**config.mk**
```make
export PLATFORM = sky130hd
export DESIGN_NAME = first_best_fit_block_allocator_unit
export DESIGN_NICKNAME = d
export VERILOG_FILES = /design/src/rtl/core/fbfa_pkg.sv /design/src/rtl/core/fbfa_ctrl.sv /design/src/rtl/core/fbfa_dp.sv /design/src/rtl/core/first_best_fit_block_allocator_unit.sv
export VERILOG_INCLUDE_DIRS = /design/src /design/src/rtl/core
export SDC_FILE = /design/constraint.sdc
export NUM_CORES = 1
export LEC_CHECK = 0
export ABC_CLOCK_PERIOD_IN_PS = 7200
export BUFFER_PORTS_ARGS = -buffer_cell sky130_fd_sc_hd__buf_4
export CORE_MARGIN = 4
export CORE_UTILIZATION = 50
export DETAILED_ROUTE_END_ITERATION = 10
export PLACE_DENSITY = 0.79
export REMOVE_ABC_BUFFERS = 1
export SYNTH_ARGS = -nofsm -noshare
export SYNTH_HDL_FRONTEND = slang
export SYNTH_HIERARCHICAL = 1
export SYNTH_SLANG_ARGS = --single-unit
```
**constraint.sdc**
```tcl
create_clock -name clk -period 7.2 [get_ports clk]
set_input_delay 2.16 -clock clk [delete_from_list [all_inputs] [get_ports clk]]
set_output_delay 2.16 -clock clk [all_outputs]
set_load 0.02 [all_outputs]
```
**src/rtl/core/assert_macros.svh**
```systemverilog
// Assertion macros shared by the allocator RTL.
// Included by the modules that carry concurrent checks; no other dependencies.
`ifndef ASSERT_MACROS_SVH
`define ASSERT_MACROS_SVH

`ifndef ASSERT_OFF
`define ASSERT_PROP(lbl, clk, rst_n, prop) \
	lbl: assert property (@(posedge clk) disable iff (!rst_n) (prop)) \
		else $error("%m: check failed");
`define ASSERT_NEXT(lbl, clk, rst_n, ante, cons) \
	lbl: assert property (@(posedge clk) disable iff (!rst_n) (ante) |=> (cons)) \
		else $error("%m: check failed");
`else
`define ASSERT_PROP(lbl, clk, rst_n, prop)
`define ASSERT_NEXT(lbl, clk, rst_n, ante, cons)
`endif

`endif

```
**src/rtl/core/fbfa_pkg.sv**
```systemverilog
// Shared types and constants for the first/best fit block allocator.
// No dependencies; imported by every allocator module.
`timescale 1ns / 1ps

package fbfa_pkg;

	localparam int MAX_BLOCKS_DEF = 16;
	localparam int VAL_W          = 16;
	localparam int BIDX_W         = 4;
	localparam int NB_W           = 5;
	localparam int CFG_IDX_W      = 2;
	localparam int CFG_DATA_W     = 5;
	localparam logic [NB_W-1:0] NUM_BLOCKS_RST = NB_W'(16);

	localparam logic [CFG_IDX_W-1:0] REG_FIT_MODE   = 2'd0;
	localparam logic [CFG_IDX_W-1:0] REG_NUM_BLOCKS = 2'd1;

	localparam logic ACT_LOAD  = 1'b0;
	localparam logic ACT_ALLOC = 1'b1;

	localparam logic FIT_FIRST = 1'b0;
	localparam logic FIT_BEST  = 1'b1;

	typedef struct packed {
		logic              action;
		logic [BIDX_W-1:0] block_index;
		logic [VAL_W-1:0]  value;
	} req_t;

	typedef struct packed {
		logic              granted;
		logic [BIDX_W-1:0] chosen_block;
		logic [VAL_W-1:0]  free_before;
		logic [VAL_W-1:0]  free_after;
	} rsp_t;

	// Controller to datapath.
	typedef struct packed {
		logic load;
		logic start;
		logic scan;
		logic finish;
	} cmd_t;

	// Datapath to controller.
	typedef struct packed {
		logic scan_done;
		logic out_free;
	} sts_t;

endpackage

```
**src/rtl/core/fbfa_ctrl.sv**
```systemverilog
// Controller state machine for the block allocator.
// Depends on fbfa_pkg and assert_macros.svh; drives the datapath commands.
`timescale 1ns / 1ps
`include "assert_macros.svh"

module fbfa_ctrl
	import fbfa_pkg::*;
(
	input  logic clk,
	input  logic arst_n,
	input  logic req_valid,
	input  logic req_action,
	output logic req_stall,
	input  sts_t sts,
	output cmd_t cmd
);

	typedef enum logic [2:0] {
		ST_IDLE   = 3'b001,
		ST_SCAN   = 3'b010,
		ST_FINISH = 3'b100
	} state_t;

	state_t state_q;
	state_t state_d;

	always_comb begin
		state_d    = state_q;
		cmd        = '0;
		req_stall  = 1'b1;
		case (state_q)
			ST_IDLE: begin
				req_stall = 1'b0;
				if (req_valid) begin
					if (req_action == ACT_ALLOC) begin
						cmd.start = 1'b1;
						state_d   = ST_SCAN;
					end else begin
						cmd.load = 1'b1;
					end
				end
			end
			ST_SCAN: begin
				cmd.scan = 1'b1;
				if (sts.scan_done) begin
					state_d = ST_FINISH;
				end
			end
			ST_FINISH: begin
				// The result register must be empty or draining this cycle.
				if (sts.out_free) begin
					cmd.finish = 1'b1;
					state_d    = ST_IDLE;
				end
			end
			default: begin
				state_d = ST_IDLE;
			end
		endcase
	end

	always_ff @(posedge clk or negedge arst_n) begin
		if (!arst_n) begin
			state_q <= ST_IDLE;
		end else begin
			state_q <= state_d;
		end
	end

	`ASSERT_NEXT(a_alloc_starts_scan, clk, arst_n,
		req_valid && !req_stall && (req_action == ACT_ALLOC), state_q == ST_SCAN)
	`ASSERT_NEXT(a_scan_done_finishes, clk, arst_n,
		(state_q == ST_SCAN) && sts.scan_done, state_q == ST_FINISH)
	`ASSERT_NEXT(a_finish_returns_idle, clk, arst_n,
		(state_q == ST_FINISH) && sts.out_free, (state_q == ST_IDLE) && !req_stall)

endmodule

```
**src/rtl/core/fbfa_dp.sv**
```systemverilog
// Datapath of the block allocator: configuration registers, free-size table,
// scan compare, write-back and result register. Depends on fbfa_pkg.
`timescale 1ns / 1ps
`include "assert_macros.svh"

module fbfa_dp
	import fbfa_pkg::*;
#(
	parameter int MAX_BLOCKS = MAX_BLOCKS_DEF
) (
	input  logic                  clk,
	input  logic                  arst_n,
	input  req_t                  req,
	input  cmd_t                  cmd,
	output sts_t                  sts,
	output rsp_t                  rsp,
	output logic                  rsp_valid,
	input  logic                  rsp_stall,
	input  logic                  cfg_valid,
	output logic                  cfg_ready,
	input  logic [CFG_IDX_W-1:0]  cfg_index,
	input  logic [CFG_DATA_W-1:0] cfg_data
);

	localparam int IDX_W  = (MAX_BLOCKS > 1) ? $clog2(MAX_BLOCKS) : 1;
	localparam int CNT_RW = $clog2(MAX_BLOCKS + 1);
	localparam int CNT_W  = (CNT_RW > NB_W) ? CNT_RW : NB_W;

	// Configuration registers.
	logic            fit_mode_q;
	logic [NB_W-1:0] num_blocks_q;

	// Free-size table and its valid bits; an entry never written reads as zero.
	logic [VAL_W-1:0] mem_q [MAX_BLOCKS];
	logic [MAX_BLOCKS-1:0] vld_q;

	logic             wr_en;
	logic [IDX_W-1:0] wr_addr;
	logic [VAL_W-1:0] wr_data;

	// Scan state.
	logic [VAL_W-1:0] req_q;
	logic             mode_q;
	logic [CNT_W-1:0] cnt_q;
	logic [CNT_W-1:0] scan_q;
	logic             found_q;
	logic [VAL_W-1:0] best_q;
	logic [IDX_W-1:0] pick_q;

	logic             rd_pend_s1;
	logic             rd_live_s1;
	logic [VAL_W-1:0] rd_data_s1;
	logic [IDX_W-1:0] rd_idx_s1;

	logic             out_vld_q;
	rsp_t             out_q;

	logic [CNT_W-1:0] nb_ext;
	logic [CNT_W-1:0] cnt_sat;
	logic             issue;
	logic [IDX_W-1:0] rd_addr;
	logic [VAL_W-1:0] rd_val;
	logic             hit;
	logic             load_ok;
	logic [VAL_W-1:0] after;

	assign cfg_ready = 1'b1;

	always_ff @(posedge clk or negedge arst_n) begin
		if (!arst_n) begin
			fit_mode_q   <= FIT_FIRST;
			num_blocks_q <= NUM_BLOCKS_RST;
		end else if (cfg_valid && cfg_ready) begin
			case (cfg_index)
				REG_FIT_MODE:   fit_mode_q   <= cfg_data[0];
				REG_NUM_BLOCKS: num_blocks_q <= cfg_data[NB_W-1:0];
				default: ;
			endcase
		end
	end

	assign nb_ext  = CNT_W'(num_blocks_q);
	assign cnt_sat = (nb_ext > CNT_W'(MAX_BLOCKS)) ? CNT_W'(MAX_BLOCKS) : nb_ext;
	assign issue   = cmd.scan && (scan_q < cnt_q);
	assign rd_addr = scan_q[IDX_W-1:0];
	assign rd_val  = rd_live_s1 ? rd_data_s1 : '0;

	// In first fit the first hit ends the scan; best fit keeps the smallest, and
	// a strict compare leaves the lower index in place on a tie.
	assign hit = cmd.scan && rd_pend_s1 && (rd_val >= req_q) &&
		(!found_q || ((mode_q == FIT_BEST) && (rd_val < best_q)));

	assign sts.scan_done = (found_q && (mode_q == FIT_FIRST)) ||
		(!(scan_q < cnt_q) && !rd_pend_s1);
	assign sts.out_free  = !out_vld_q || !rsp_stall;

	assign load_ok = CNT_W'(req.block_index) < CNT_W'(MAX_BLOCKS);
	assign after   = best_q - req_q;

	always_comb begin
		wr_en   = 1'b0;
		wr_addr = pick_q;
		wr_data = after;
		if (cmd.load) begin
			wr_en   = load_ok;
			wr_addr = IDX_W'(req.block_index);
			wr_data = req.value;
		end else if (cmd.finish) begin
			wr_en = found_q;
		end
	end

	always_ff @(posedge clk) begin
		if (wr_en) begin
			mem_q[wr_addr] <= wr_data;
		end
		if (issue) begin
			rd_data_s1 <= mem_q[rd_addr];
			rd_live_s1 <= vld_q[rd_addr];
			rd_idx_s1  <= rd_addr;
		end
	end

	always_ff @(posedge clk or negedge arst_n) begin
		if (!arst_n) begin
			vld_q <= '0;
		end else if (wr_en) begin
			vld_q[wr_addr] <= 1'b1;
		end
	end

	always_ff @(posedge clk or negedge arst_n) begin
		if (!arst_n) begin
			scan_q     <= '0;
			cnt_q      <= '0;
			found_q    <= 1'b0;
			rd_pend_s1 <= 1'b0;
		end else if (cmd.start) begin
			scan_q     <= '0;
			cnt_q      <= cnt_sat;
			found_q    <= 1'b0;
			rd_pend_s1 <= 1'b0;
		end else if (cmd.scan) begin
			rd_pend_s1 <= issue;
			if (issue) begin
				scan_q <= scan_q + CNT_W'(1);
			end
			if (hit) begin
				found_q <= 1'b1;
			end
		end
	end

	always_ff @(posedge clk) begin
		if (cmd.start) begin
			req_q  <= req.value;
			mode_q <= fit_mode_q;
		end
		if (hit) begin
			best_q <= rd_val;
			pick_q <= rd_idx_s1;
		end
		if (cmd.finish) begin
			out_q.granted      <= found_q;
			out_q.chosen_block <= found_q ? BIDX_W'(pick_q) : '0;
			out_q.free_before  <= found_q ? best_q : '0;
			out_q.free_after   <= found_q ? after : '0;
		end
	end

	always_ff @(posedge clk or negedge arst_n) begin
		if (!arst_n) begin
			out_vld_q <= 1'b0;
		end else if (cmd.finish) begin
			out_vld_q <= 1'b1;
		end else if (!rsp_stall) begin
			out_vld_q <= 1'b0;
		end
	end

	assign rsp_valid = out_vld_q;
	assign rsp       = out_q;

	`ASSERT_PROP(a_fail_fields_zero, clk, arst_n,
		!(out_vld_q && !out_q.granted) ||
		((out_q.chosen_block == '0) && (out_q.free_before == '0) && (out_q.free_after == '0)))
	`ASSERT_PROP(a_grant_shrinks, clk, arst_n,
		!(out_vld_q && out_q.granted) || (out_q.free_after <= out_q.free_before))
	`ASSERT_PROP(a_scan_in_range, clk, arst_n, scan_q <= cnt_q)
	`ASSERT_PROP(a_best_fits, clk, arst_n, !found_q || (best_q >= req_q))

endmodule

```
**src/rtl/core/first_best_fit_block_allocator_unit.sv**
```systemverilog
// Top level of the first/best fit block allocator.
// Depends on fbfa_pkg, fbfa_ctrl and fbfa_dp.
`timescale 1ns / 1ps

// Usage:
// The req channel carries one beat per item: a load beat writes a block's free
// size and returns nothing; an allocate beat scans the table and returns one
// rsp beat with the grant, the block index and the free size before and after.
// Both channels use valid/stall; a beat moves when valid is high and stall low.
// The cfg channel (valid/ready, always ready) writes fit_mode at index 0 and
// num_blocks at index 1; write it only while no allocate is in flight.
// A load writes its table entry when it is accepted. An allocate scans up to
// count table entries before its result is registered, count being num_blocks
// capped at MAX_BLOCKS; the scan reads one table entry per cycle through the
// single read port, and in first fit it stops once the first block that fits
// has been found.
// The next item is accepted as soon as the result is registered, even while
// that result is stalled; a second finished result waits until the first
// has been taken. Reset clears the table to zero, sets first fit and a
// count of 16, and empties the result register.

module first_best_fit_block_allocator_unit
	import fbfa_pkg::*;
#(
	parameter int MAX_BLOCKS = MAX_BLOCKS_DEF
) (
	input  logic                  clk,
	input  logic                  arst_n,
	input  logic                  req_valid,
	output logic                  req_stall,
	input  req_t                  req,
	output logic                  rsp_valid,
	input  logic                  rsp_stall,
	output rsp_t                  rsp,
	input  logic                  cfg_valid,
	output logic                  cfg_ready,
	input  logic [CFG_IDX_W-1:0]  cfg_index,
	input  logic [CFG_DATA_W-1:0] cfg_data
);

	cmd_t cmd;
	sts_t sts;

	fbfa_ctrl u_ctrl (
		.clk        (clk),
		.arst_n     (arst_n),
		.req_valid  (req_valid),
		.req_action (req.action),
		.req_stall  (req_stall),
		.sts        (sts),
		.cmd        (cmd)
	);

	fbfa_dp #(
		.MAX_BLOCKS (MAX_BLOCKS)
	) u_dp (
		.clk       (clk),
		.arst_n    (arst_n),
		.req       (req),
		.cmd       (cmd),
		.sts       (sts),
		.rsp       (rsp),
		.rsp_valid (rsp_valid),
		.rsp_stall (rsp_stall),
		.cfg_valid (cfg_valid),
		.cfg_ready (cfg_ready),
		.cfg_index (cfg_index),
		.cfg_data  (cfg_data)
	);

endmodule
```
== Yosys cells after proc, flatten, opt, wreduce, memory -nomap -nowiden ==
Memories as Yosys holds them, arrays and structs flattened. A register that Yosys moved wholly into a read port is not among the register bits.
Cells that the tools add are included.

* Equality and inequality tests: 9
* Reduce and logical (&&, ||, !) cells: 25
* Bitwise gates (word level): 2
* Order comparisons: 7
* $add $sub $neg: 2
* Muxes and demuxes: 35

{| class="wikitable"
|+ Operators by type and width
! kind !! count
|-
| 2-to-1 mux 16 bit || 2
|-
| 2-to-1 mux 5 bit || 4
|-
| 2-to-1 mux 1 bit || 19
|-
| >= comparator 16 bit || 1
|-
| less-than comparator 16 bit || 1
|-
| OR 16 bit || 1
|-
| subtractor 16 bit || 1
|-
| 2-to-1 mux 3 bit || 4
|-
| less-than comparator 4 x 5 -> 1 bit (second input constant) || 2
|-
| one-hot mux 3 bit (3 select lines) || 1
|-
| logical AND 1 bit || 8
|-
| inequality test 2 bit (second input constant) || 4
|-
| AND reduction 2 bit || 4
|-
| nonzero test 2 bit || 3
|-
| adder 5 x 1 -> 5 bit (second input constant) || 1
|-
| > comparator 5 bit (second input constant) || 1
|-
| logical NOT 1 bit || 5
|-
| less-than comparator 5 bit || 1
|-
| binary-select mux 1 bit (select 4 bit) || 1
|-
| demux 1 bit (select 4 bit) || 1
|-
| >= comparator 4 x 1 -> 1 bit (second input constant) || 1
|-
| 2-to-1 mux 2 bit || 2
|-
| 2-to-1 mux 4 bit || 1
|-
| AND reduction 4 bit || 1
|-
| other kinds (8) || 10
|}

* Output and inout bits: 40
* Memory bits (writable): 256
* Memories kept: 1
* Bits of input ports: 33
* Register bits: 117
* Logic and storage cells: 100

{| class="wikitable"
|+ Memory list
! name !! words !! width !! read ports !! clocked after memory_dff !! wr ports !! line !! RTL
|-
| u_dp.mem_q || 16 || 16 || 1 || 1 || 1 || fbfa_dp.sv:34 || <nowiki>logic [VAL_W-1:0] mem_q [MAX_BLOCKS];</nowiki>
|}

== Longest topological paths before layout ==
Gate-level depths: netlist of the first run.

* Depth after elaboration: 9
* Gate-level depth with buffers: 9
* Gate-level depth less buffers: 9

== Cells and area by module ==
Netlist of the first run, hierarchy kept.

{| class="wikitable"
|+ By module, submodules not included
! module !! instances !! seq. area each (um2) !! cells each !! area an instance (um2)
|-
| fbfa_dp || 1 || 11417.2 || 910 || 16291.9
|-
| fbfa_ctrl || 1 || 76.3 || 19 || 203.9
|}

== Worst setup path before layout of the first run ==
No wires, ideal clock.

* Path type: input to register
* From: in rsp_stall
* To: mem u_dp.mem_q[3][0] (enable)
* Setup time: 0.389 ns
* Cell stages on the path: 6
* Data required time: 6.811 ns
* Path buffers: 0
* Slack: 2.625 ns
* Arrival time: 4.186 ns
* Cells stage by stage: nand2_1 and4bb_2 nand3_1 o21ai_0 nand2_1 nor2_1

{| class="wikitable"
|+ RTL lines
! element !! line !! RTL
|-
| from (decl) || first_best_fit_block_allocator_unit.sv:33 || <nowiki>input logic rsp_stall,</nowiki>
|-
| to (decl) || fbfa_dp.sv:34 ||
|}

==> results of run 1 <==
through the flow:
step	hold WS [ns]	cells	area [sq um]
2_1_floorplan	0.4003	897	16300
3_3_place_gp	0.4022	1443	17660
3_5_place_dp	0.4070	1443	17660
4_1_cts	0.4216	1513	18890
5_1_grt	0.4388	1513	18890
6_report	0.4252	1513	18890
cell usage after synthesis, types with 2 or more instances:
library cell	instances	area [sq um]
buf_6	6	67.56
a211o_1	3	26.28
dfrtp_1	36	900.9
o21ai_0	29	145.1
a31oi_1	6	37.54
nand3_1	3	15.01
mux4_2	36	810.8
mux2_2	9	101.4
edfxtp_1	351	10540
clkbuf_1	22	82.58
buf_4	2	15.01
and3_1	7	43.79
o21a_1	2	15.01
o211ai_1	3	22.52
ha_1	47	588.1
o22ai_1	2	12.51
nor3_1	5	25.02
mux2i_1	2	20.02
or3b_2	3	26.28
nor3b_1	2	15.01
xor2_1	6	52.55
nand2_1	44	165.2
o2111ai_1	3	26.28
a21oi_1	24	120.1
xnor2_1	9	78.83
buf_8	2	30.03
mux4_1	49	1287
dfstp_2	2	52.55
a211oi_1	3	22.52
a21o_1	14	105.1
nor2_1	59	221.5
a21boi_0	5	37.54
nand3b_1	2	15.01
nand4_1	7	43.79
nand2b_1	6	37.54
nor2b_1	7	43.79
inv_1	49	183.9
or2_2	17	106.4
and2_1	23	143.9
o31ai_1	2	15.01
power by group through the flow:
stage               sequential, W  clock, W  combinational, W
global placement          0.00271         0          0.000590
finish                    0.00266   0.00194          0.000612
global route              0.00267   0.00207          0.000665
floorplan                 0.00272         0          0.000385
detailed placement        0.00271         0          0.000609
CTS                       0.00266   0.00198          0.000613
cells by family (layout without fill, tap and decap cells):
kind of cell | after synthesis | count (layout)
other | 1 | 1
multiplexers | 96 | 96
flip-flops | 389 | 389
buffers and inverters | 81 | 223
AO/OA/AOI/OAI | 105 | 105
AND/OR/NAND/NOR | 193 | 193
XOR/XNOR | 15 | 15
adder cells (fa/ha/maj) | 49 | 49
sequential cells by signal, summed over array words and instances (netlist names):
signal           cells
u_dp/pick_q          4
u_dp/mem_q         256
u_dp/scan_q          5
u_dp/best_q         16
u_dp/rd_data_s1     16
u_dp/rd_pend_s1      1
u_dp/vld_q          16
u_dp/fit_mode_q      1
u_dp/rd_live_s1      1
u_ctrl/state_q       3
u_dp/rsp            37
u_dp/cnt_q           5
u_dp/rd_idx_s1       4
u_dp/nb_ext          5
u_dp/mode_q          1
u_dp/found_q         1
u_dp/req_q          16
u_dp/rsp_valid       1
per-layer routing:
layer  wire, um  GRT usage, %  vias up
met2      15800         29.47      348
met3       2628         3.688       56
met1      14060         26.73     4373
met5          0             0        -
li1           -             -     3893
met4        788         5.231        0
area by class of cell:
| class | count | area share (%) |
|---|---|---|
| Sequential cell | 389 | 60.86 |
| Multi-Input combinational cell | 459 | 24.56 |
| Clock buffer | 44 | 5.484 |
| Timing Repair Buffer | 104 | 4.133 |
| Tap cell | 442 | 2.927 |
| Clock inverter | 26 | 1.060 |
| Inverter | 49 | 0.9736 |
placed cells by master (no fill, tap or decap), drive strengths merged, types with 3 or more instances in the layout:
| master | count |
|---|---|
| a211o | 3 |
| a211oi | 3 |
| a21boi | 5 |
| a21o | 14 |
| a21oi | 24 |
| a31oi | 6 |
| and2 | 23 |
| and3 | 7 |
| buf | 104 |
| clkbuf | 44 |
| clkinv | 20 |
| dfrtp | 36 |
| edfxtp | 351 |
| ha | 47 |
| inv | 51 |
| mux2 | 9 |
| mux4 | 85 |
| nand2 | 45 |
| nand2b | 6 |
| nand3 | 3 |
| nand4 | 7 |
| nor2 | 59 |
| nor2b | 7 |
| nor3 | 5 |
| nor3b | 3 |
| o2111ai | 3 |
| o211ai | 3 |
| o21ai | 30 |
| or2 | 17 |
| or3b | 4 |
| xnor2 | 9 |
| xor2 | 6 |
worst reg2reg max path, delay by kind of cell (launching register included):
family	cells	cell delay, ns
AOI/OAI and AO/OA	1	0.41
buffers and inverters	2	0.68
and+or+nand+nor	4	1.60
DFF	1	0.58
path summary, 6_finish.rpt:
check,start,to,cells past startpoint
worst max register to register,u_ctrl/state_q[0],u_dp/mem_q[2][10],7
worst min-delay path,u_dp/rd_idx_s1[1],u_dp/pick_q[1],0
worst min register to register,u_dp/rd_idx_s1[1],u_dp/pick_q[1],0
max in group asynchronous,arst_n,u_dp/scan_q[0],1
worst max-delay path,req[20],u_dp/mem_q[2][10],7
min in group asynchronous,arst_n,u_dp/vld_q[10],1
==> key figures, run 1 <==
Placed design
  – Pre-CTS setup slack: 2.366 ns
  – Hpwl dp: 22010 um
  – Port bufs: 71
  – GP Congestion: 0.8612

Synth
  – Sequential area share after synthesis: 69.68%
  – Asr flop ratio synth: 9.769%
  – Main combinational cell family by area after synthesis: multiplexers
  – Synth Instances: 929
  – Yosys warns: 6
  – Compound-cell area share of the yosys netlist: 4.066%
  – Synth Area in XOR/XNOR: 0.7964%
  – Synth Register Bits: 389
  – Multiplexer share of the synthesized area: 13.46%
  – Top_reg_cell synth: edfxtp_1
  – Syn Area/Cell: 17.76 sq um
  – Synth Area in Simple Gates: 5.939%
  – Adder-cell share of the synthesized area: 3.747%
  – EDFF count, synth: 351
  – Synth cell types: 60
  – Mapped Area: 16500 sq um

Die
  – Core ar.: 32540 sq um
  – Die height: 189.6 um
  – Std-Cell Rows: 66
  – Initial Util: 50.70%
  – I/O pins: 73
  – DIE AREA: 35960 sq um
  – Die Wd: 189.6 um

Critical path
  – Data arrival, critical path: 4.55 ns
  – Max incr delay on CP: 0.76 ns
  – Crit path launch type: input port
  – CP Max Fanout: 41
  – Crit-path cells: buf_4 > nor3b_4 > buf_4 > inv_1 > o21ai_0 > nand2_1 > nor2_2
  – Largest delay contributor family on the critical path: simple AND/OR/NAND/NOR gates
  – Critical path endpoint category: flop
  – Slack of the worst reg-to-reg path: 3.55 ns
  – WP buf/inv: 3
  – Crit path max-delay cell type: nor2_2
  – Critical Path RT: 7.35 ns
  – Critical path type: input port to flop
  – Cell mode on critical path: buf_4

STA
  – Max-slew violations: 0
  – RSZ-0062 raised after global routing: no
  – Worst slew margin: 12.79%
  – Number of hold violations in the final report: 0
  – Final min period: 4.402 ns
  – Tightest Pin Transition: 1.302 ns
  – Final Cycle Share: 61.14%
  – Clock skew: 0.01302 ns
  – # setup viols final: 0
  – Post-Route Setup TNS: 0 ns
  – Post-route setup slack: 2.798 ns
  – Maximum clock rate: 0.2272 GHz

Detailed routing
  – DR pass1 iterations: 5
  – Drt total wl: 33280 um
  – Vias per cell: 5.730
  – Wire per inst: 21.99 um
  – Vias: 8670
  – Starting DRT DRC Count: 794
  – ANT nets after route: 0
  – DRC: 0

Clock tree
  – CTS resizes: 0
  – Post-cts hold buffer count: 0
  – Root Driver: clkbuf_16
  – Num CTS Buffers: 39
  – CTS sink cnt: 389
  – Setup bufs post-CTS: 0
  – Insertion delay to the later sink of the worst-skew pair: 0.53 ns
  – Worst-path clk slew: 0.06 ns
  – CTS Buffer Depth: 3
  – H-tree depth: 2
  – TritonCTS clock tree: yes

GRT
  – Vias in the first global route: 8755
  – First-pass GRT wire length: 51300 um
  – All-Layer GR Usage: 18.57%
  – Antenna violations before repair: 0
  – Remaining global-route overflow: 0
  – Largest net degree at the start of global routing: 73

Finish
  – Multi-input gate area: 4639 sq um
  – Filler cell count: 2387
  – Fin util: 58.06%
  – NumNets Final: 1123
  – Reg area: 11500 sq um
  – Ant diodes: 0
  – Share of cells above drive strength 1: 22.50%
  – Area growth from synthesis to layout: 14.53%

Power
  – Clock share of power: 37.2%
  – Comb pwr share: 11.7%
  – Worst VDD drop: 0.1783 mV
  – Leakage power total: 6.792 nW
  – Sw frac: 23.37%
  – Cell-internal power: 0.003997 W
  – Seq pwr share: 51.0%
  – P_sw: 0.001219 W
  – Design Power: 0.005215 W
  – Pwr dens: 276.1 nW/um^2

Run
  – Maxcap violations: 0

Hold path
  – Worst Hold Class: flop to flop

Status
  – Outcome: complete, no violations
Power figures use the tool's default switching activity.
==> run 2, diff against run 1 <==
--- a/config.mk
+++ b/config.mk
@@ -6,12 +6,13 @@
 export SDC_FILE = /design/constraint.sdc
 export NUM_CORES = 1
 export LEC_CHECK = 0
-export ABC_CLOCK_PERIOD_IN_PS = 7200
+export ABC_AREA = 1
+export ABC_CLOCK_PERIOD_IN_PS = 3500
 export BUFFER_PORTS_ARGS = -buffer_cell sky130_fd_sc_hd__buf_4
 export CORE_MARGIN = 4
 export CORE_UTILIZATION = 50
 export DETAILED_ROUTE_END_ITERATION = 10
-export PLACE_DENSITY = 0.79
+export PLACE_DENSITY = 0.81
 export REMOVE_ABC_BUFFERS = 1
 export SYNTH_ARGS = -nofsm -noshare
 export SYNTH_HDL_FRONTEND = slang
==> constraint.sdc (replaced) <==
create_clock -name clk -period 3.5 [get_ports clk]
set_input_delay 1.05 -clock clk [delete_from_list [all_inputs] [get_ports clk]]
set_output_delay 1.05 -clock clk [all_outputs]
set_load 0.02 [all_outputs]
==> run 2 against run 1 <==
- final area grew 1.7%
- cell count grew 33%
- synthesized cell count grew 54%
==> key figures, run 2 <==
Placed design
  – Hpwl dp: 26840 um
  – GP Congestion: 0.8990
  – Port bufs: 71
  – Dpl cells: 1937
  – Pre-CTS setup slack: 0.1112 ns

Finish
  – Layout Cells excl Fill: 2010
  – NumNets Final: 1617
  – Area growth from synthesis to layout: 15.14%
  – Commonest non-fill, non-tap cell in the layout: edfxtp_1
  – Biggest register: u_dp/mem_q
  – Max FFs per register: 256
  – Most frequent cells in the layout: 351 x edfxtp_1, 191 x nor2_1, 184 x nand2_1, 170 x o21ai_0, 128 x inv_1
  – Share of cells above drive strength 1: 13.53%

Power
  – Pwr dens: 720.0 nW/um^2
  – Leakage power total: 7.492 nW
  – Worst VDD drop: 0.4570 mV

Hold path
  – Worst Hold Class: flop to flop

Synth
  – Most common library cells after synthesis: 351 x edfxtp_1, 193 x nor2_1, 184 x nand2_1, 170 x o21ai_0, 129 x inv_1
  – Asr flop ratio synth: 9.769%
  – EDFF count, synth: 351
  – Synth Instances: 1434
  – Synth cell types: 44
  – Cell taking the most area after synthesis: edfxtp_1
  – Yosys warns: 6
  – Top_reg_cell synth: edfxtp_1
  – Mapped Area: 16690 sq um
  – Synth top area cells: edfxtp_1 63%, dfrtp_1 5.4%, o21ai_0 5.1%
  – Syn Area/Cell: 11.64 sq um
  – Synth Register Bits: 389
  – Count leader, synth: edfxtp_1
  – Yosys top cell area share: 63.13%
  – Sequential area share after synthesis: 68.85%

STA
  – Hold slack: 0.4228 ns
  – Final min period: 3.047 ns
  – Post-route setup slack: 0.4531 ns
  – RSZ-0062 raised after global routing: no
  – Post-Route Setup TNS: 0 ns
  – Max-slew violations: 0
  – Clock skew: 0.02220 ns
  – Worst slew margin: 19.75%
  – # setup viols final: 0
  – Number of hold violations in the final report: 0
  – Maximum clock rate: 0.3282 GHz
  – Final Cycle Share: 87.05%
  – Tightest Pin Transition: 1.199 ns

Clock tree
  – Setup bufs post-CTS: 0
  – Worst-path clk slew: 0.06 ns
  – Root Driver: clkbuf_16
  – TritonCTS clock tree: yes
  – Num CTS Buffers: 39
  – CTS sink cnt: 389
  – CTS Buffer Depth: 3
  – Post-cts hold buffer count: 0
  – Insertion delay to the later sink of the worst-skew pair: 0.53 ns
  – H-tree depth: 2
  – CTS resizes: 0

Die
  – Die Wd: 190.7 um
  – Std-Cell Rows: 66
  – Core ar.: 32700 sq um
  – Die height: 190.7 um
  – Initial Util: 51.05%
  – DIE AREA: 36380 sq um
  – I/O pins: 73

Critical path
  – Crit path launch type: flop
  – CP Max Fanout: 10
  – Critical path endpoint category: flop
  – Critical Path RT: 3.73 ns
  – Critical path type: flop to flop
  – Data arrival, critical path: 3.27 ns

Detailed routing
  – DRC: 0
  – DR pass1 iterations: 5
  – Vias per cell: 5.757
  – Vias: 11570
  – Wire per inst: 19.99 um
  – Starting DRT DRC Count: 1373
  – Drt total wl: 40190 um
  – ANT nets after route: 0

Run
  – Maxcap violations: 0

GRT
  – Busiest grt layer: met2
  – Met1 global-route usage: 29.93%
  – Antenna violations before repair: 1
  – First-pass GRT wire length: 62550 um
  – All-Layer GR Usage: 21.85%
  – Vias in the first global route: 11310
  – Met2 Track Usage GR: 35.46%
  – Remaining global-route overflow: 0
  – Largest net degree at the start of global routing: 94
  – GR Util met3: 5.291%

Status
  – Outcome: complete, no violations
## run 2: cell count changes after synthesis, sizes merged, moves of 10 or more
cell / previous run / this run
a21o: 14 / 4
a21oi: 24 / 41
and2: 23 / 0
buf: 10 / 21
clkbuf: 22 / 42
inv: 49 / 135
mux4: 85 / 0
nand2: 45 / 185
nand3: 3 / 68
nor2: 59 / 195
o21ai: 30 / 179
o221ai: 1 / 27
o22ai: 2 / 39
## run 2: layout make-up
cell class / count / area, sq um
Timing Repair Buffer: 124 / 930.9
Tap cell: 442 / 553.0
Multi-Input combinational cell: 845 / 4439
Sequential cell: 389 / 11500
Clock buffer: 43 / 1022
Clock inverter: 29 / 260.3
Fill cell: 2539 / 13480
Antenna cell: 1 / 2.502
Inverter: 137 / 515.5
## run 2: routing by layer
metal  up-vias  routed length [um]
li1       5276                   -
met1      5529               15710
met2       692               19180
met3        75                4357
met4         0                 942
met5         -                   0
## run 2: metrics by stage
step	utilization, %	area (sq um)	power, W
final	58.78	19220	0.01384
after global placement	54.85	17940	0.009517
after CTS	58.77	19220	0.01380
after floorplan	-	16430	0.008192
after detailed placement	54.85	17940	0.009661
after global routing	58.77	19220	0.01448
## run 2: kinds of logic (layout without fill, tap and decap cells)
| family | after synthesis | in the layout | share of synthesized area, % |
|---|---|---|---|
| AOI/OAI and AO/OA | 305 | 305 | 10.32 |
| xor gates and xnor gates | 9 | 9 | 0.4721 |
| adders and majority gates | 48 | 48 | 3.642 |
| buffers and inverters | 200 | 333 | 4.684 |
| DFF | 389 | 389 | 68.85 |
| muxes | 2 | 2 | 0.1349 |
| other | 1 | 2 | 0.02246 |
| and+or+nand+nor | 480 | 480 | 11.88 |
## run 2: critical path, stage by stage (launching register included)
cell and delay (ns):
dfstp_2 0.59, nand3_2 0.17, nor3b_2 0.48, inv_2 0.18, or2_1 0.26, o21ai_0 0.15, nand3_1 0.37, nor2_1 0.31
buf_4 0.24
## run 2: worst paths after layout
check                                   from           endpoint  slack, ns  cells past startpoint
setup / recovery           u_ctrl/state_q[0]  u_dp/mem_q[5][11]       0.45                      8
hold / removal             u_dp/rd_idx_s1[1]     u_dp/pick_q[1]       0.42                      0
setup reg to reg           u_ctrl/state_q[0]  u_dp/mem_q[5][11]       0.45                      8
hold reg to reg            u_dp/rd_idx_s1[1]     u_dp/pick_q[1]       0.42                      0
max in group asynchronous             arst_n     u_dp/scan_q[0]       2.59                      1
min in group asynchronous             arst_n    u_dp/fit_mode_q       0.50                      1
## run 2: where the power goes
| part | internal (W) | switching (W) |
|---|---|---|
| clock | 0.00241 | 0.00173 |
| combinational | 0.00104 | 0.00277 |
| sequential | 0.00573 | 0.000148 |
==> run 3, diff against run 2 <==
--- a/config.mk
+++ b/config.mk
@@ -7,12 +7,13 @@
 export NUM_CORES = 1
 export LEC_CHECK = 0
 export ABC_AREA = 1
-export ABC_CLOCK_PERIOD_IN_PS = 3500
 export BUFFER_PORTS_ARGS = -buffer_cell sky130_fd_sc_hd__buf_4
+export CAP_MARGIN = 20
 export CORE_MARGIN = 4
 export CORE_UTILIZATION = 50
 export DETAILED_ROUTE_END_ITERATION = 10
 export PLACE_DENSITY = 0.81
+export RECOVER_POWER = 50
 export REMOVE_ABC_BUFFERS = 1
 export SYNTH_ARGS = -nofsm -noshare
 export SYNTH_HDL_FRONTEND = slang
==> run 3 against run 2 <==
- the flow now finishes with violations (capacitance limit, slew limit)
- clock-buffer cell count stayed put
- routed wire length hardly changed
- fmax down 3.1%
- sequential share of layout area rose by 0.78 points
- critical path depth did not move
- die area did not move
- worst hold slack better by 0.00096 ns
- clock skew up 0.0014 ns
- first-iteration DRC count shrank 1.7%
- non-clock buffer count rose by 1
- utilization is 0.75 points lower
- combinational power decreased by 1%
- largest cell class unchanged
- largest power group unchanged
- highest routed layer unchanged
==> key figures, run 3 (synthesis results as in run 2) <==
Critical path
  – Critical Path RT: 3.72 ns
  – Crit path launch type: flop
  – Critical path endpoint category: flop
  – Largest delay contributor family on the critical path: simple AND/OR/NAND/NOR gates
  – Max incr delay on CP: 0.57 ns
  – Worst R2R Path Depth: 8
  – Data arrival, critical path: 3.37 ns
  – Crit-path cells: nand3_1 > nor3b_2 > inv_2 > or2_1 > o21ai_0 > nand3_1 > nor2_1 > buf_4
  – CP Max Fanout: 10
  – Slack of the worst reg-to-reg path: 0.36 ns
  – Critical path type: flop to flop
  – Crit path max-delay cell type: dfstp_2
  – Cell mode on critical path: nand3_1
  – WP buf/inv: 2
  – Reg2Reg Capture Point: u_dp/mem_q[5][11]
  – Reg2reg start: u_ctrl/state_q[0]

Die
  – Core ar.: 32700 sq um
  – DIE AREA: 36380 sq um
  – Std-Cell Rows: 66
  – Die Wd: 190.7 um
  – Die height: 190.7 um
  – I/O pins: 73
  – Initial Util: 51.05%

Hold path
  – Hold_sp: u_dp/rd_idx_s1[1]
  – Worst Hold Class: flop to flop
  – Hold path endpoint: u_dp/pick_q[1]
  – Hold depth: 0

Clock tree
  – CTS sink cnt: 389
  – Setup bufs post-CTS: 0
  – CTS resizes: 0
  – Num CTS Buffers: 39
  – Post-cts hold buffer count: 0
  – H-tree depth: 2
  – TritonCTS clock tree: yes
  – Worst-path clk slew: 0.06 ns
  – CTS Buffer Depth: 3
  – Insertion delay to the later sink of the worst-skew pair: 0.53 ns
  – Root Driver: clkbuf_16

Run
  – Maxcap violations: 2

Detailed routing
  – DR pass1 iterations: 6
  – Starting DRT DRC Count: 1349
  – DRC: 0
  – ANT nets after route: 0
  – Vias per cell: 5.762
  – Vias: 11590
  – Drt total wl: 40190 um
  – Wire per inst: 19.99 um

STA
  – Worst slew margin: -14.28%
  – Final Cycle Share: 89.80%
  – Maximum clock rate: 0.3182 GHz
  – Hold slack: 0.4238 ns
  – Number of hold violations in the final report: 0
  – # setup viols final: 0
  – Max-slew violations: 58
  – Post-Route Setup TNS: 0 ns
  – RSZ-0062 raised after global routing: no
  – Tightest Pin Transition: 1.714 ns
  – Post-route setup slack: 0.3570 ns
  – Clock skew: 0.02364 ns
  – Final min period: 3.143 ns

GRT
  – Antenna violations before repair: 1
  – Remaining global-route overflow: 0
  – Largest net degree at the start of global routing: 94
  – First-pass GRT wire length: 62550 um
  – Vias in the first global route: 11310
  – All-Layer GR Usage: 21.85%

Power
  – P_sw: 0.004639 W
  – Pwr dens: 727.0 nW/um^2
  – Leakage power total: 7.263 nW
  – Sw frac: 33.63%
  – Seq pwr share: 42.7%
  – Cell-internal power: 0.009156 W
  – Design Power: 0.01380 W
  – Worst VDD drop: 0.4526 mV
  – Clock share of power: 30.0%
  – Comb pwr share: 27.3%

Status
  – Outcome: finished, violations left
  – Failing checks: capacitance limit, slew limit

Placed design
  – Pre-CTS setup slack: 0.1112 ns
  – Hpwl dp: 26840 um
  – Dpl cells: 1937
  – GP Congestion: 0.8990
  – Port bufs: 71

Finish
  – Filler cell count: 2635
  – NumNets Final: 1618
  – Layout Cells excl Fill: 2011
  – Share of cells above drive strength 1: 9.375%
  – Area growth from synthesis to layout: 13.66%
  – Most frequent cells in the layout: 351 x edfxtp_1, 191 x nor2_1, 184 x nand2_1, 172 x o21ai_0, 130 x inv_1
  – Biggest register: u_dp/mem_q
  – Max FFs per register: 256
  – Reg area: 11500 sq um
  – Multi-input gate area: 4423 sq um
  – Commonest non-fill, non-tap cell in the layout: edfxtp_1
-- run 3: layout make-up --
cell class / instances / area share, %
Clock buffer: 43 / 5.387
Tap cell: 442 / 2.914
Antenna cell: 1 / 0.01319
Sequential cell: 389 / 60.60
Timing Repair Buffer: 125 / 3.692
Clock inverter: 29 / 1.371
Multi-Input combinational cell: 845 / 23.31
Inverter: 137 / 2.717
-- run 3: worst max path at each step --
stage	slack, ns	start	cells past startpoint	to
finish	0.36	u_ctrl/state_q[0]	8	u_dp/mem_q[5][11]
global route	0.16	u_dp/scan_q[3]	10	u_dp/scan_q[3]
CTS	0.50	u_ctrl/state_q[0]	8	u_dp/mem_q[5][11]
detailed placement	0.11	req[20]	8	u_dp/mem_q[5][2]
global placement	0.23	req[20]	8	u_dp/mem_q[6][6]
floorplan	-3.22	rsp_stall	7	u_dp/mem_q[13][0]
-- run 3: power groups by stage --
stage	Combinational, W	Clock [W]	Sequential [W]
6_report	0.00377	0.00414	0.00589
3_3_place_gp	0.00356	0	0.00596
2_1_floorplan	0.00205	0	0.00614
3_5_place_dp	0.00369	0	0.00597
5_1_grt	0.00413	0.00439	0.00591
4_1_cts	0.00373	0.00419	0.00588
-- run 3: routing by layer --
layer,routed length [um],share of wire [%],GRT usage (%),vias to the layer above
li1,-,-,-,5282
met1,15820,39,29.93,5532
met2,19040,47,35.46,703
met3,4431,11,5.291,70
met4,908,2.3,5.829,0
met5,0,0,0,-
-- run 3: per-stage QoR --
step	util (%)	area, sq um
floorplan	-	16430
global placement	54.85	17940
detailed placement	54.85	17940
CTS	58.77	19220
global route	58.02	18970
finish	58.03	18980
